### src/rtl/core/trsp_ram.sv
module trsp_ram #(
  parameter int WIDTH = 8,
  parameter int DEPTH = 256,
  localparam int AW = (DEPTH > 1) ? $clog2(DEPTH) : 1
) (
  input  logic             clk,
  input  logic             we,
  input  logic [AW-1:0]    waddr,
  input  logic [WIDTH-1:0] wdata,
  input  logic [AW-1:0]    raddr,
  output logic [WIDTH-1:0] rdata
);

  logic [WIDTH-1:0] mem [DEPTH];
  logic [WIDTH-1:0] rdata_r;

  always_ff @(posedge clk) begin
    if (we) begin
      mem[waddr] <= wdata;
    end
    rdata_r <= mem[raddr];
  end

  assign rdata = rdata_r;

endmodule

### config.mk
export PLATFORM = sky130hd
export DESIGN_NAME = trsp_ram
export DESIGN_NICKNAME = d
export VERILOG_FILES = /design/src/rtl/core/trsp_ram.sv
export SDC_FILE = /design/constraint.sdc
export NUM_CORES = 2
export LEC_CHECK = 0
export ABC_CLOCK_PERIOD_IN_PS = 2890
export BUFFER_PORTS_ARGS = -buffer_cell sky130_fd_sc_hd__buf_2
export CORE_MARGIN = 8
export CORE_UTILIZATION = 30
export CTS_CLUSTER_SIZE = 8
export DETAILED_ROUTE_END_ITERATION = 8
export MAX_ROUTING_LAYER = met4
export SYNTH_ARGS = -nofsm -noshare
export SYNTH_HDL_FRONTEND = slang
export SYNTH_SLANG_ARGS = --single-unit
### constraint.sdc
create_clock -name clk -period 2.89 [get_ports clk]
set_input_delay 0.1445 -clock clk [delete_from_list [all_inputs] [get_ports clk]]
set_output_delay 0.1445 -clock clk [all_outputs]
set_load 0.01 [all_outputs]
==> impl_summary.log <==
INFO  metric buffer_depth_of_the_longest_clock_path = 4
INFO  metric timing.clock.skew = around 57 ps
INFO  metric worstSetupStartpointType = flop
INFO  metric cts-htree-levels = 5
INFO  metric holdWs = about 190 ps
INFO  metric timing.rr.end = rdata[0]
INFO  metric maximum_number_of_pins_on_one_net_before_global_route_repair = approximately 100
INFO  metric clk_pin_slew = ~50 ps
INFO  metric antenna_left = 0
INFO  metric grt.total_usage = around 15%
INFO  metric core_region_area = 264000 µm²
INFO  metric grt_antenna_before_repair = 14
INFO  metric yosys.area.top_type = edfxtp_1
INFO  metric vias_per_cell = approximately 5.1
INFO  metric cp_max_fo = 1
INFO  metric clock_sink_count = roughly 2100
INFO  metric path_class = reg2reg
INFO  metric synth.avg_cell_area = around 21 µm²
INFO  metric die_area = between 200000 and 300000 µm²
INFO  metric synth_seq_cells = 2056
INFO  metric total_global_routing_overflow = 0
INFO  metric drive_gt1_share = 31.0%
INFO  metric reg2regPathDepth = 9
INFO  metric area_growth_from_synthesis_to_final_layout = 20.7%
INFO  metric routabilityCongestion = 0.823
INFO  metric worst_r2r_start = mem[161][0]
INFO  metric yosysSeqAreaShare = slightly below 80%
INFO  metric mappedNetlistArea = 79600 µm²
INFO  metric detailroute.via_count = a little over 40000
INFO  metric rsz_0062_raised_after_global_routing = false
INFO  metric synth_area_leaders = edfxtp_1 (77%), mux4_2 (13%), mux2i_1 (1.7%), nor2_1 (1.3%), a22oi_1 (1.3%)
INFO  metric vdd_ir_drop_max = roughly 0.70 mV
INFO  metric yosys_most_used_dff = edfxtp_1
INFO  metric min_cycle_time_layout = approximately 2800 ps
INFO  metric drt_first_iter_violations = 4287
INFO  metric ff2ff_setup_slack = between 100 and 150 ps
INFO  metric grt_pass1_vias = 41800
INFO  metric finalSetupViolations = 0
INFO  metric synth_top_cell_area_share = between 70 and 80%
INFO  metric grt_first_pass_wirelength = around 300 mm
INFO  metric crit_end = rdata[0]
INFO  metric detail_route.first_pass.iterations = 5
INFO  metric yosys.cell_types.count = 55
INFO  metric endpoint_kind = flop
INFO  metric residual_drc_count = 0
INFO  metric ys.warnings.count = 0
INFO  metric report.final.slew_viol_count = 0
INFO  metric post_cts_buffers = 0
INFO  metric most_frequent_standard_cell_in_the_layout_excluding_fill_and_tap_cells = edfxtp_1
INFO  metric placement.cell_area = roughly 90000 µm²
INFO  metric buffer_cell_driving_the_clock_tree_root = clkbuf_16
INFO  metric route.detailed.wl_per_inst = approximately 26 µm
INFO  metric postSynthCellCount = 3733
INFO  metric synth.net_count = between 3000 and 4000
INFO  metric p_per_area = roughly 700 nW/µm²
INFO  metric p_leak = between 0.03 and 0.04 µW
INFO  metric floorplan.die.height = approximately 530 µm
INFO  metric timing.max_slew.rel_slack = between 20% and 30%
INFO  metric clock_insertion_delay_worst_skew = approximately 920 ps
INFO  metric initial_utilization = between 30% and 40%
INFO  metric total_cts_buffers = 307
INFO  metric post-route-period-util = a little over nine tenths
INFO  metric tritoncts = yes
INFO  metric critPathArrivalTime = 3620 ps
INFO  metric outcome = complete, no violations
INFO  metric fmax = approximately 0.36 GHz
INFO  metric finalHoldViolCount = 0
INFO  metric most-common-layout-cells = edfxtp_1 (2048), buf_4 (485), mux4_2 (454)
INFO  metric worst_slew_pin_slew = 1160 ps
INFO  metric finalNetCount = about 4400
INFO  metric synth_edf_count = slightly above 2000
INFO  metric final_design_area_no_fill = between 90000 and 100000 µm²
INFO  metric place.detailed.instances = 7609
INFO  metric startpoint = mem[161][0]
INFO  metric route.final.wire_length = ~210 mm
INFO  metric detailed_place_hpwl = between 100 and 150 mm
INFO  metric num_rows = around 190
INFO  metric hold_path_class = in2reg
INFO  metric critical_path_required = about 3700 ps
INFO  metric port_buffers = 33
INFO  metric die_x = ~530 µm
INFO  metric cap_violations = 0
INFO  metric num_io_pins = 34
INFO  metric final_cells = roughly 8000
INFO  metric synth_async_sr_flop_share = 0%
-- registers in the layout, indices dropped and copies added (netlist names) --
signal  count
mem      2048
rdata       8
-- through the flow --
stage	worst slack [ps]	total power [µW]	utilization (%)	setup TNS, ps
CTS	148	67900	36.3	0
finish	103	67200	36.3	0
detailed placement	-855	36900	33.2	-3270
floorplan	808	35100	-	0
global route	117	69100	36.3	0
global placement	-997	36900	33.2	-3550
-- how the worst min path moves through the flow --
stage                 endpoint  cells past startpoint  slack (ps)      from
floorplan            mem[0][0]                      0         240  wdata[0]
global placement    mem[19][4]                      1         640  wdata[4]
detailed placement  mem[19][2]                      1         640  wdata[2]
CTS                   rdata[7]                      6         140  raddr[5]
global route          rdata[7]                      6         140  raddr[5]
finish                rdata[7]                      6         190  raddr[5]
-- critical path, stage by stage, from the launching register on --
cell and delay, ps:
edfxtp_1 320, mux4_2 250, o22a_1 150, o21ai_0 80, buf_4 150, a2111oi_0 1010
buf_4 240, nor3_1 90, buf_4 210, nor4_2 230
-- kinds of logic after synthesis --
kind of cell	after synthesis	share of synthesized area, %
buffers and inverters	235	1.83
AOI/OAI and AO/OA	385	3.42
muxes	591	14.6
DFF	2056	77.5
and+or+nand+nor	466	2.63
-- cell type report --
class	instances	area, µm²
Inverter	2	7.51
Timing Repair Buffer	594	5270
Sequential cell	2056	61700
Antenna cell	5	12.5
Multi-Input combinational cell	1442	16500
Fill cell	24200	168000
Clock inverter	9	78.8
Clock buffer	352	8040
Tap cell	3533	4420
-- metal layers --
layer  part of all wire, %  track usage [%]  vias up
met1                    41             19.3    21600
met4                   2.7             4.35        0
met2                    49             24.3     1618
met3                   6.7             2.52      309
met5                     0                -        -
li1                      -                -    16900
-- report_power, final --
| group | switching, µW | internal, µW | leakage [µW] |
|---|---|---|---|
| logic | 2040 | 1260 | 0.00809 |
| clock network | 11700 | 19200 | 0.00398 |
| registers | 71.6 | 33000 | 0.0185 |
| total | 13800 | 53400 | 0.0305 |
-- repair_timing --
action	4_1_cts	5_1_grt
hold endpoints to repair	765	0
setup endpoints to repair	2	0
hold buffers	18	0
gates resized for setup	2	0
-- cells in the mapped netlist (all sizes together) (10+ instances only) --
library cell	number
a211oi	16
o22ai	28
o211ai	10
mux4	456
edfxtp	2048
clkbuf	111
o221ai	47
a22oi	133
o21ai	12
a21oi	96
buf	122
nand3	34
nand4	10
a221oi	14
nor2	282
nor4	27
mux2i	134
nor2b	31
nor3	22
nand2	33
No activity file was read; power rests on OpenSTA's default activity.
